### src/assert_macros.svh
// ----------------------------------------------------------------------------
// Assertion macros shared by the list engine RTL
// Clocked concurrent checks with an active-low reset disable.
// ----------------------------------------------------------------------------
`ifndef ASSERT_MACROS_SVH
`define ASSERT_MACROS_SVH

// Property holds at every clock edge outside reset
`define AM_ASSERT(lbl, clk, rst_n, prop, msg) \
	lbl: assert property (@(posedge clk) disable iff (!rst_n) (prop)) else $error(msg);

// Consequent holds in the cycle after the antecedent
`define AM_ASSERT_NEXT(lbl, clk, rst_n, ante, cons, msg) \
	lbl: assert property (@(posedge clk) disable iff (!rst_n) (ante) |=> (cons)) else $error(msg);

`endif

### src/ile_pkg.sv
// ----------------------------------------------------------------------------
// ile_pkg
// Types and fixed field widths for the indexed list engine.
// ----------------------------------------------------------------------------
`timescale 1ns / 1ps
`default_nettype none

package ile_pkg;

	// Fixed word field widths
	localparam int OP_W     = 3;
	localparam int POS_W    = 6;
	localparam int VAL_W    = 32;
	localparam int DATA_W   = 32;
	localparam int STATUS_W = 2;
	localparam int COUNT_W  = 7;

	// Operation codes (six and seven are ignored)
	typedef enum logic [OP_W-1:0] {
		OP_APPEND  = 3'd0,
		OP_INSERT  = 3'd1,
		OP_REPLACE = 3'd2,
		OP_POP     = 3'd3,
		OP_DELETE  = 3'd4,
		OP_GET     = 3'd5
	} op_t;

	// Result status codes
	typedef enum logic [STATUS_W-1:0] {
		ST_OK    = 2'd0,
		ST_RANGE = 2'd1,
		ST_FULL  = 2'd2,
		ST_EMPTY = 2'd3
	} status_t;

	// Sequencer states
	typedef enum logic [2:0] {
		S_IDLE,
		S_START,
		S_RD,
		S_SHIFT,
		S_FIN,
		S_DONE
	} state_t;

	// One result word
	typedef struct packed {
		logic [DATA_W-1:0]  data_out;
		status_t            status;
		logic [COUNT_W-1:0] count;
		logic               is_empty;
	} result_t;

endpackage

`default_nettype wire

### src/ile_req_if.sv
// ----------------------------------------------------------------------------
// ile_req_if
// Request channel: operation, position and value with valid/ready.
// ----------------------------------------------------------------------------
`timescale 1ns / 1ps
`default_nettype none

interface ile_req_if;
	logic                      valid;
	logic                      ready;
	logic [ile_pkg::OP_W-1:0]  operation;
	logic [ile_pkg::POS_W-1:0] position;
	logic [ile_pkg::VAL_W-1:0] value;

	modport source (output valid, output operation, output position, output value,
		input ready);
	modport sink (input valid, input operation, input position, input value,
		output ready);
endinterface

`default_nettype wire

### src/ile_rsp_if.sv
// ----------------------------------------------------------------------------
// ile_rsp_if
// Response channel: data, status, count and empty flag with valid/ready.
// ----------------------------------------------------------------------------
`timescale 1ns / 1ps
`default_nettype none

interface ile_rsp_if;
	logic                         valid;
	logic                         ready;
	logic [ile_pkg::DATA_W-1:0]   data_out;
	logic [ile_pkg::STATUS_W-1:0] status;
	logic [ile_pkg::COUNT_W-1:0]  count;
	logic                         is_empty;

	modport source (output valid, output data_out, output status, output count,
		output is_empty, input ready);
	modport sink (input valid, input data_out, input status, input count,
		input is_empty, output ready);
endinterface

`default_nettype wire

### src/ile_mem.sv
// ----------------------------------------------------------------------------
// ile_mem
// Entry store: one write port, one read port with registered read data.
// ----------------------------------------------------------------------------
`timescale 1ns / 1ps
`default_nettype none

module ile_mem #(
	parameter int DEPTH = 64,
	parameter int WIDTH = 32
) (
	input  logic                     clk,
	input  logic                     we,
	input  logic [$clog2(DEPTH)-1:0] waddr,
	input  logic [WIDTH-1:0]         wdata,
	input  logic [$clog2(DEPTH)-1:0] raddr,
	output logic [WIDTH-1:0]         rdata
);

	logic [WIDTH-1:0] mem_q [DEPTH];

	// Write port
	always_ff @(posedge clk) begin
		if (we) begin
			mem_q[waddr] <= wdata;
		end
	end

	// Read port, registered read data
	always_ff @(posedge clk) begin
		rdata <= mem_q[raddr];
	end

endmodule

`default_nettype wire

### src/ile_step.sv
// ----------------------------------------------------------------------------
// ile_step
// Shared address step unit: increments or decrements an entry index.
// ----------------------------------------------------------------------------
`timescale 1ns / 1ps
`default_nettype none

module ile_step #(
	parameter int W = 6
) (
	input  logic [W-1:0] a,
	input  logic         up,
	output logic [W-1:0] y
);

	// Wraps modulo 2**W
	always_comb begin
		if (up) begin
			y = a + W'(1);
		end else begin
			y = a - W'(1);
		end
	end

endmodule

`default_nettype wire

### src/ile_seq.sv
// ----------------------------------------------------------------------------
// ile_seq
// Request sequencer: checks the request, walks the entry store one entry per
// cycle for insert and delete, and keeps the entry count.
// ----------------------------------------------------------------------------
`timescale 1ns / 1ps
`default_nettype none

module ile_seq #(
	parameter int CAPACITY  = 64,
	parameter int WORD_BITS = 32
) (
	input  logic                        clk,
	input  logic                        arst_n,
	// request word
	input  logic                        req_valid,
	output logic                        req_ready,
	input  logic [ile_pkg::OP_W-1:0]    operation,
	input  logic [ile_pkg::POS_W-1:0]   position,
	input  logic [ile_pkg::VAL_W-1:0]   value,
	// finished result
	output logic                        res_valid,
	output ile_pkg::result_t            res,
	input  logic                        res_take,
	// entry store
	output logic                        mem_we,
	output logic [$clog2(CAPACITY)-1:0] mem_waddr,
	output logic [WORD_BITS-1:0]        mem_wdata,
	output logic [$clog2(CAPACITY)-1:0] mem_raddr,
	input  logic [WORD_BITS-1:0]        mem_rdata
);

	localparam int IW   = $clog2(CAPACITY);
	localparam int CW   = $clog2(CAPACITY + 1);
	localparam int CMPW = (CW > ile_pkg::POS_W) ? CW : ile_pkg::POS_W;
	localparam int DW   = ile_pkg::DATA_W;
	localparam int NW   = ile_pkg::COUNT_W;

	ile_pkg::state_t  state_q, state_d;
	ile_pkg::op_t     op_q, op_d;
	ile_pkg::op_t     req_op;
	ile_pkg::status_t status_q, status_d, req_status;
	logic [IW-1:0]        pos_q, pos_d;
	logic [IW-1:0]        src_q, src_d;
	logic [IW-1:0]        dst_q, dst_d;
	logic [WORD_BITS-1:0] word_q, word_d;
	logic [WORD_BITS-1:0] data_q, data_d;
	logic [CW-1:0]        fill_q, fill_d;

	logic          in_range;
	logic          is_full;
	logic          req_known;
	logic [IW-1:0] fill_idx;
	logic [IW-1:0] step_a;
	logic          step_up;
	logic [IW-1:0] step_y;
	logic [IW-1:0] last_a;
	logic          at_last;

	// Request checks against the current count
	assign req_op   = ile_pkg::op_t'(operation);
	assign in_range = CMPW'(position) < CMPW'(fill_q);
	assign is_full  = fill_q == CW'(CAPACITY);
	assign fill_idx = IW'(fill_q);

	always_comb begin
		req_status = ile_pkg::ST_OK;
		req_known  = 1'b1;
		unique case (req_op)
			ile_pkg::OP_APPEND: begin
				if (is_full) req_status = ile_pkg::ST_FULL;
			end
			ile_pkg::OP_INSERT: begin
				if (!in_range)    req_status = ile_pkg::ST_RANGE;
				else if (is_full) req_status = ile_pkg::ST_FULL;
			end
			ile_pkg::OP_REPLACE, ile_pkg::OP_DELETE, ile_pkg::OP_GET: begin
				if (!in_range) req_status = ile_pkg::ST_RANGE;
			end
			ile_pkg::OP_POP: begin
				if (fill_q == '0) req_status = ile_pkg::ST_EMPTY;
			end
			default: begin
				req_known = 1'b0;
			end
		endcase
	end

	// Shared index stepper
	ile_step #(.W(IW)) u_step (
		.a  (step_a),
		.up (step_up),
		.y  (step_y)
	);

	// Index equals count minus one (last held entry)
	assign at_last = (CW'(last_a) + CW'(1)) == fill_q;

	// State register
	always_ff @(posedge clk or negedge arst_n) begin
		if (!arst_n) begin
			state_q <= ile_pkg::S_IDLE;
			fill_q  <= '0;
		end else begin
			state_q <= state_d;
			fill_q  <= fill_d;
		end
	end

	// Working registers
	always_ff @(posedge clk) begin
		op_q     <= op_d;
		status_q <= status_d;
		pos_q    <= pos_d;
		src_q    <= src_d;
		dst_q    <= dst_d;
		word_q   <= word_d;
		data_q   <= data_d;
	end

	// Next state and outputs
	always_comb begin
		state_d   = state_q;
		op_d      = op_q;
		status_d  = status_q;
		pos_d     = pos_q;
		src_d     = src_q;
		dst_d     = dst_q;
		word_d    = word_q;
		data_d    = data_q;
		fill_d    = fill_q;
		req_ready = 1'b0;
		res_valid = 1'b0;
		mem_we    = 1'b0;
		mem_waddr = pos_q;
		mem_wdata = word_q;
		mem_raddr = pos_q;
		step_a    = src_q;
		step_up   = 1'b0;
		last_a    = src_q;

		unique case (state_q)
			ile_pkg::S_IDLE: begin
				req_ready = 1'b1;
				if (req_valid) begin
					op_d     = req_op;
					status_d = req_status;
					pos_d    = IW'(position);
					word_d   = WORD_BITS'(value);
					data_d   = '0;
					if (req_known && req_status == ile_pkg::ST_OK) begin
						state_d = ile_pkg::S_START;
					end else begin
						state_d = ile_pkg::S_DONE;
					end
				end
			end

			ile_pkg::S_START: begin
				state_d = ile_pkg::S_DONE;
				unique case (op_q)
					ile_pkg::OP_APPEND: begin
						mem_we    = 1'b1;
						mem_waddr = fill_idx;
						fill_d    = fill_q + CW'(1);
					end
					ile_pkg::OP_INSERT: begin
						// read the last entry, it moves to index count
						step_a    = fill_idx;
						mem_raddr = step_y;
						src_d     = step_y;
						dst_d     = fill_idx;
						state_d   = ile_pkg::S_SHIFT;
					end
					ile_pkg::OP_POP: begin
						step_a    = fill_idx;
						mem_raddr = step_y;
						state_d   = ile_pkg::S_RD;
					end
					ile_pkg::OP_REPLACE, ile_pkg::OP_DELETE, ile_pkg::OP_GET: begin
						state_d = ile_pkg::S_RD;
					end
					default: begin
						state_d = ile_pkg::S_DONE;
					end
				endcase
			end

			ile_pkg::S_RD: begin
				data_d  = mem_rdata;
				state_d = ile_pkg::S_DONE;
				last_a  = pos_q;
				unique case (op_q)
					ile_pkg::OP_REPLACE: begin
						mem_we = 1'b1;
					end
					ile_pkg::OP_POP: begin
						fill_d = fill_q - CW'(1);
					end
					ile_pkg::OP_DELETE: begin
						if (at_last) begin
							fill_d = fill_q - CW'(1);
						end else begin
							// close the gap: entry pos+1 moves to pos first
							step_a    = pos_q;
							step_up   = 1'b1;
							mem_raddr = step_y;
							src_d     = step_y;
							dst_d     = pos_q;
							state_d   = ile_pkg::S_SHIFT;
						end
					end
					default: begin
						state_d = ile_pkg::S_DONE;
					end
				endcase
			end

			ile_pkg::S_SHIFT: begin
				// move the entry read last cycle, fetch the next one
				mem_we    = 1'b1;
				mem_waddr = dst_q;
				mem_wdata = mem_rdata;
				dst_d     = src_q;
				step_a    = src_q;
				step_up   = op_q != ile_pkg::OP_INSERT;
				mem_raddr = step_y;
				if (op_q == ile_pkg::OP_INSERT) begin
					if (src_q == pos_q) begin
						state_d = ile_pkg::S_FIN;
					end else begin
						src_d = step_y;
					end
				end else begin
					if (at_last) begin
						fill_d  = fill_q - CW'(1);
						state_d = ile_pkg::S_DONE;
					end else begin
						src_d = step_y;
					end
				end
			end

			ile_pkg::S_FIN: begin
				// place the new word into the opened slot
				mem_we  = 1'b1;
				fill_d  = fill_q + CW'(1);
				state_d = ile_pkg::S_DONE;
			end

			ile_pkg::S_DONE: begin
				res_valid = 1'b1;
				if (res_take) begin
					state_d = ile_pkg::S_IDLE;
				end
			end

			default: begin
				state_d = ile_pkg::S_IDLE;
			end
		endcase
	end

	// Result word
	assign res.data_out = DW'(data_q);
	assign res.status   = status_q;
	assign res.count    = NW'(fill_q);
	assign res.is_empty = fill_q == '0;

endmodule

`default_nettype wire

### src/indexed_list_engine_core.sv
// Indexed list engine: an ordered list of up to CAPACITY data words.
// Requests arrive on req (operation, position, value) and each one yields
// exactly one response word on rsp (data_out, status, count, is_empty).
// Both channels move a word when valid and ready are high at a clock edge.
// With rsp ready, the next request is taken at the same edge as the
// response to the previous one.
// The entry store has one write and one read port; insert and delete walk
// it one entry per cycle, so one request is worked on at a time and req is
// not ready until the result is handed to the output register.
// The output register lets the next request be accepted while a response
// waits; if rsp stalls, the following result holds inside the engine and
// req stays low until the output register frees.
// Reset empties the list (count zero), clears rsp valid and leaves req ready;
// stored words are not cleared and are never read before being written.
`timescale 1ns / 1ps
`default_nettype none
`include "assert_macros.svh"

// ----------------------------------------------------------------------------
// indexed_list_engine_core
// Top level: sequencer, address stepper, entry store and response register.
// ----------------------------------------------------------------------------
module indexed_list_engine_core #(
	parameter int CAPACITY  = 64,
	parameter int WORD_BITS = 32
) (
	input  logic  clk,
	input  logic  arst_n,
	ile_req_if.sink   req,
	ile_rsp_if.source rsp
);

	localparam int IW = $clog2(CAPACITY);

	logic                 res_valid;
	logic                 res_take;
	ile_pkg::result_t     res;
	logic                 mem_we;
	logic [IW-1:0]        mem_waddr;
	logic [WORD_BITS-1:0] mem_wdata;
	logic [IW-1:0]        mem_raddr;
	logic [WORD_BITS-1:0] mem_rdata;
	logic                 out_valid_q;
	ile_pkg::result_t     out_q;

	// Sequencer
	ile_seq #(
		.CAPACITY  (CAPACITY),
		.WORD_BITS (WORD_BITS)
	) u_seq (
		.clk       (clk),
		.arst_n    (arst_n),
		.req_valid (req.valid),
		.req_ready (req.ready),
		.operation (req.operation),
		.position  (req.position),
		.value     (req.value),
		.res_valid (res_valid),
		.res       (res),
		.res_take  (res_take),
		.mem_we    (mem_we),
		.mem_waddr (mem_waddr),
		.mem_wdata (mem_wdata),
		.mem_raddr (mem_raddr),
		.mem_rdata (mem_rdata)
	);

	// Entry store
	ile_mem #(
		.DEPTH (CAPACITY),
		.WIDTH (WORD_BITS)
	) u_mem (
		.clk   (clk),
		.we    (mem_we),
		.waddr (mem_waddr),
		.wdata (mem_wdata),
		.raddr (mem_raddr),
		.rdata (mem_rdata)
	);

	// Response register
	assign res_take = res_valid && (!out_valid_q || rsp.ready);

	always_ff @(posedge clk or negedge arst_n) begin
		if (!arst_n) begin
			out_valid_q <= 1'b0;
		end else if (res_take) begin
			out_valid_q <= 1'b1;
		end else if (rsp.ready) begin
			out_valid_q <= 1'b0;
		end
	end

	always_ff @(posedge clk) begin
		if (res_take) begin
			out_q <= res;
		end
	end

	assign rsp.valid    = out_valid_q;
	assign rsp.data_out = out_q.data_out;
	assign rsp.status   = out_q.status;
	assign rsp.count    = out_q.count;
	assign rsp.is_empty = out_q.is_empty;

	// Checks
	`AM_ASSERT_NEXT(a_busy_after_accept, clk, arst_n, req.valid && req.ready, !req.ready, "request accepted while engine still busy")
	`AM_ASSERT(a_err_zero_data, clk, arst_n, !(rsp.valid && rsp.status != ile_pkg::ST_OK) || rsp.data_out == '0, "error response carries nonzero data")
	`AM_ASSERT(a_empty_status, clk, arst_n, !(rsp.valid && rsp.status == ile_pkg::ST_EMPTY) || rsp.is_empty, "empty status on a non-empty list")
	`AM_ASSERT_NEXT(a_rsp_hold, clk, arst_n, rsp.valid && !rsp.ready, rsp.valid && $stable(rsp.count), "stalled response changed")

endmodule

`default_nettype wire
### src/flat_wrapper.sv
// flat-port wrapper written by rule: the top's interface ports become plain ports
module indexed_list_engine_core_flat 
#(
	parameter int CAPACITY  = 64,
	parameter int WORD_BITS = 32
)
  (clk, arst_n, req_valid, req_operation, req_position, req_value, req_ready, rsp_valid, rsp_data_out, rsp_status, rsp_count, rsp_is_empty, rsp_ready);
  ile_req_if req_i ();
  ile_rsp_if rsp_i ();
  input  logic clk;
  input  logic arst_n;
  input wire logic [$bits(req_i.valid)-1:0] req_valid;
  input wire logic [$bits(req_i.operation)-1:0] req_operation;
  input wire logic [$bits(req_i.position)-1:0] req_position;
  input wire logic [$bits(req_i.value)-1:0] req_value;
  output wire logic [$bits(req_i.ready)-1:0] req_ready;
  output wire logic [$bits(rsp_i.valid)-1:0] rsp_valid;
  output wire logic [$bits(rsp_i.data_out)-1:0] rsp_data_out;
  output wire logic [$bits(rsp_i.status)-1:0] rsp_status;
  output wire logic [$bits(rsp_i.count)-1:0] rsp_count;
  output wire logic [$bits(rsp_i.is_empty)-1:0] rsp_is_empty;
  input wire logic [$bits(rsp_i.ready)-1:0] rsp_ready;
  assign req_i.valid = req_valid;
  assign req_i.operation = req_operation;
  assign req_i.position = req_position;
  assign req_i.value = req_value;
  assign req_ready = req_i.ready;
  assign rsp_valid = rsp_i.valid;
  assign rsp_data_out = rsp_i.data_out;
  assign rsp_status = rsp_i.status;
  assign rsp_count = rsp_i.count;
  assign rsp_is_empty = rsp_i.is_empty;
  assign rsp_i.ready = rsp_ready;
  indexed_list_engine_core #(.CAPACITY(CAPACITY), .WORD_BITS(WORD_BITS)) u_core (.clk(clk), .arst_n(arst_n), .req(req_i), .rsp(rsp_i));
endmodule
### config.mk
export PLATFORM = sky130hd
export DESIGN_NAME = indexed_list_engine_core_flat
export DESIGN_NICKNAME = d
export VERILOG_FILES = /design/src/ile_pkg.sv /design/src/ile_req_if.sv /design/src/ile_rsp_if.sv /design/src/ile_mem.sv /design/src/ile_step.sv /design/src/ile_seq.sv /design/src/indexed_list_engine_core.sv /design/src/flat_wrapper.sv
export VERILOG_INCLUDE_DIRS = /design/src /design/src/src
export SDC_FILE = /design/constraint.sdc
export NUM_CORES = 2
export LEC_CHECK = 0
export ABC_AREA = 0
export BUFFER_PORTS_ARGS = -buffer_cell sky130_fd_sc_hd__buf_2
export CAP_MARGIN = 20
export CORE_UTILIZATION = 67
export CTS_CLUSTER_DIAMETER = 60
export DETAILED_ROUTE_END_ITERATION = 6
export GPL_TIMING_DRIVEN = 0
export PLACE_DENSITY_LB_ADDON = 0.15
export SLEW_MARGIN = 20
export SYNTH_ARGS = -nofsm -noshare
export SYNTH_HDL_FRONTEND = slang
export SYNTH_HIERARCHICAL = 1
export SYNTH_SLANG_ARGS = --single-unit
### constraint.sdc
create_clock -name clk -period 18.1 [get_ports clk]
set_input_delay 3.62 -clock clk [delete_from_list [all_inputs] [get_ports clk]]
set_output_delay 3.62 -clock clk [all_outputs]
set_load 0.05 [all_outputs]
==> qor.yml <==
outcome:
  result_of_the_run: "complete, but fails checks"
  violated_checks: "DRC"
layout:
  layout.filler_cells: 5830
  final_layout_net_count: 4530
  layout-area-overhead-vs-synth_pct: 15.7
  layout-drive-gt1-share_pct: 28.7
  multi_input_area_um2: 19100
  seq_area_um2: 66300
timing:
  maxSlewHeadroom_pct: 8.81
  finalMaxSlewViolations: 0
  worst_hold_slack_ns: 0.409
  tightest_slew_ns: 1.37
  timing.setup.tns_ns: 0
  finalSetupViolCount: 0
  post-route-worst-setup-slack_ns: 7.36
  fmaxAchievable_mhz: 93.1
  min_period_ns: 10.74
  worst_clock_skew_ns: 0.0550
  period_share_pct: 59.4
  rsz0062_at_grt: "no"
  final_hold_viol_count: 0
cts:
  cts_resized: 0
  clock_tree.htree_level_count: 4
  cts_post_setup_buffers_inserted: 0
  clk_pin_slew_worst_paths_ns: 0.06
  hold_buffers: 0
  clk-insertion-delay-late_ns: 0.87
  tritoncts_num_sinks: 2220
  cts_buffers: 209
  cts_root_buffer: "sky130_fd_sc_hd__clkbuf_16"
  tritoncts: "done"
  clock_tree.buffer_depth: 3
power:
  powerDensity_nw_per_um2: 196
  design_power_total_mw: 19.5
  power.ir.vdd_worst_v: 0.000155
  p_leak_nw: 31.8
placed_design:
  gp_routability_congestion: 0.914
  dp_slack_ns: 8.35
  half_perimeter_wire_length_after_placement_um: 173000
  io_buffer_count: 88
routing:
  vias: 49500
  detail_route.first_pass.iterations: 7
  antenna_left: 0
  drc: 4
  post_drt_via_cell_ratio: 7.85
  postRouteWirelength_um: 285000
  wl_per_cell_um: 45.3
  initialDrtViolationCount: 9521
logic_synthesis:
  synth_edf_count: 2177
  ys.flop_type: "sky130_fd_sc_hd__edfxtp_1"
  synth.avg_cell_area_um2: 21.4
  synthDistinctLibCells: 73
  mappedNetlistNets: 4077
  yosys_register_bits: 2220
  seq_area_frac_synth_pct: 77.2
  cells_after_synth: 4018
  yosysWarningCount: 6
  synth-async-reset-ratio_pct: 0.495
  synth.cell_area_um2: 85900
grt:
  global_route.overflow_total: 0
  grt_antenna_before_repair: 16
  first_global_vias: 48900
  grt_max_degree: 65
  track_usage_pct: 44.7
  first_pass_grt_wire_length_um: 387000
floorplanning:
  die_area_um2: 130000
  floorplan.core_area_um2: 126000
  vertical_die_dimension_um: 360
  i_o_pin_count: 89
  die_w_um: 360
  std_cell_rows: 130
  initial_utilization_pct: 68.0
worst_setup_path:
  timing.critical_path.arrival_ns: 11.45
  crit_required_ns: 18.81
  critical_path.startpoint_type: "flip-flop"
  worstSetupEndpointType: "flip-flop"
  path_class: "flip-flop to flip-flop"
  maximum_cell_stage_delay_along_the_critical_path_ns: 0.95
  cp_slowest_cell: "sky130_fd_sc_hd__nor3b_2"
  path_max_fanout: 11
job:
  maxCapViolations: 0
worst_hold_path:
  holdCritPathClass: "flip-flop to flip-flop"
==> cell usage in the layout (no fill, tap or decap), drive strengths merged, types with 5 or more instances in the layout <==
| cell type | Yosys | layout |
|---|---|---|
| o211ai | 11 | 11 |
| mux4 | 544 | 544 |
| or3b | 8 | 8 |
| inv | 15 | 24 |
| buf | 116 | 357 |
| nor2 | 168 | 168 |
| nor3 | 19 | 19 |
| xnor2 | 16 | 16 |
| clkinv | 1 | 83 |
| a22oi | 31 | 31 |
| o311ai | 6 | 6 |
| nor4 | 7 | 7 |
| ha | 13 | 13 |
| a31oi | 5 | 5 |
| and3 | 6 | 6 |
| and2 | 38 | 38 |
| o221ai | 33 | 33 |
| mux2i | 100 | 100 |
| clkbuf | 117 | 393 |
| bufinv | 0 | 19 |
| dfrtp | 11 | 11 |
| or2 | 12 | 12 |
| dfxtp | 32 | 32 |
| nand2b | 17 | 17 |
| or3 | 8 | 8 |
| nand4 | 12 | 12 |
| diode | 0 | 6 |
| o21ai | 31 | 31 |
| mux2 | 9 | 9 |
| a311oi | 13 | 13 |
| nand3b | 6 | 6 |
| a211oi | 10 | 10 |
| nand3 | 18 | 18 |
| edfxtp | 2177 | 2177 |
| nor2b | 18 | 18 |
| o22ai | 88 | 88 |
| a21oi | 93 | 93 |
| nand2 | 163 | 163 |
==> kinds of logic (layout without fill, tap and decap cells) <==
family | Yosys count | after routing | synth area share [%]
mux | 653 | 653 | 15.5
simple gates | 508 | 508 | 2.76
flops | 2220 | 2220 | 77.2
buf+inv | 249 | 879 | 1.35
compound gates | 354 | 354 | 2.73
other cells | 0 | 6 | 0
fa+ha+maj | 14 | 14 | 0.213
xor+xnor | 20 | 20 | 0.213
==> power breakdown <==
part | switching (mW) | total, mW | internal, mW
sequential | 0.0952 | 6.53 | 6.44
clock | 1.94 | 4.43 | 2.49
combinational | 5.70 | 8.55 | 2.85
==> per-stage QoR <==
step / util (%) / instances / instance area, um2
after floorplan: - / 4018 / 85900
after global placement: 69.9 / 5756 / 88400
after global routing: 78.6 / 6300 / 99300
after CTS: 78.5 / 6295 / 99300
final: 78.6 / 6304 / 99300
after detailed placement: 73.1 / 5907 / 92400
==> state kept, by name (all words and copies together), names as in the netlist, 3 cells and up <==
name and flops:
u_core/u_seq/state_q 3, u_core/u_seq/src_q 6, u_core/u_mem/mem_q 2048, u_core/u_seq/op_q 3, u_core/u_seq/data_q 32, u_core/u_seq/fill_q 7
u_core/u_mem/rdata 32, u_core/u_seq/pos_q 6, u_core/u_seq/dst_q 6, u_core/rsp.count 7, u_core/u_seq/word_q 32, u_core/rsp.data_out 32
==> cells in the mapped netlist, drive strengths merged, types with 31 or more instances <==
cell type / count / share of area (%)
edfxtp: 2177 / 76
mux4: 544 / 14
nor2: 168 / 0.74
nand2: 163 / 0.71
clkbuf: 117 / 0.51
buf: 116 / 0.77
mux2i: 100 / 1.2
a21oi: 93 / 0.55
o22ai: 88 / 0.64
and2: 38 / 0.28
o221ai: 33 / 0.34
dfxtp: 32 / 0.75
a22oi: 31 / 0.27
o21ai: 31 / 0.18
==> layer usage <==
layer / GRT usage [%] / up-vias / share of wire [%]
met2: 66.9 / 5455 / 45
met1: 54.8 / 25000 / 30
met5: 0 / - / 0.059
li1: - / 17700 / -
met3: 16.4 / 1351 / 16
met4: 31.3 / 16 / 8.8
==> area by class of cell <==
| cell class | instances | area share (%) |
|---|---|---|
| flip-flops and latches | 2220 | 66.7 |
| clock buffers | 275 | 5.73 |
| clock inverters | 113 | 1.13 |
| diodes | 6 | 0.0151 |
| multi-input cells | 1549 | 19.3 |
| inverters | 16 | 0.0605 |
| plain buffers | 233 | 1.13 |
| well taps | 1650 | 2.08 |
| repair buffers | 242 | 3.86 |
==> critical path: cells and delay by family (launching register included) <==
kind | cells | cell delay [ns]
simple gates | 8 | 2.68
xor+xnor | 2 | 0.45
flops | 1 | 0.37
buf+inv | 8 | 3.50
compound gates | 9 | 2.83
fa+ha+maj | 2 | 0.72
==> path summary, 6_finish.rpt <==
path	from	end	slack [ns]	cells past startpoint
min in group asynchronous	arst_n	u_core/u_seq/state_q[0]	2.65	1
hold reg to reg	u_core/u_seq/data_q[7]	u_core/rsp.data_out[7]	0.41	0
setup / recovery	u_core/u_seq/state_q[0]	u_core/u_mem/rdata[22]	7.36	29
max in group asynchronous	arst_n	u_core/u_seq/fill_q[3]	15.18	1
setup reg to reg	u_core/u_seq/state_q[0]	u_core/u_mem/rdata[22]	7.36	29
hold / removal	u_core/u_seq/data_q[7]	u_core/rsp.data_out[7]	0.41	0
Note: power is estimated with default switching activity, not from simulation.
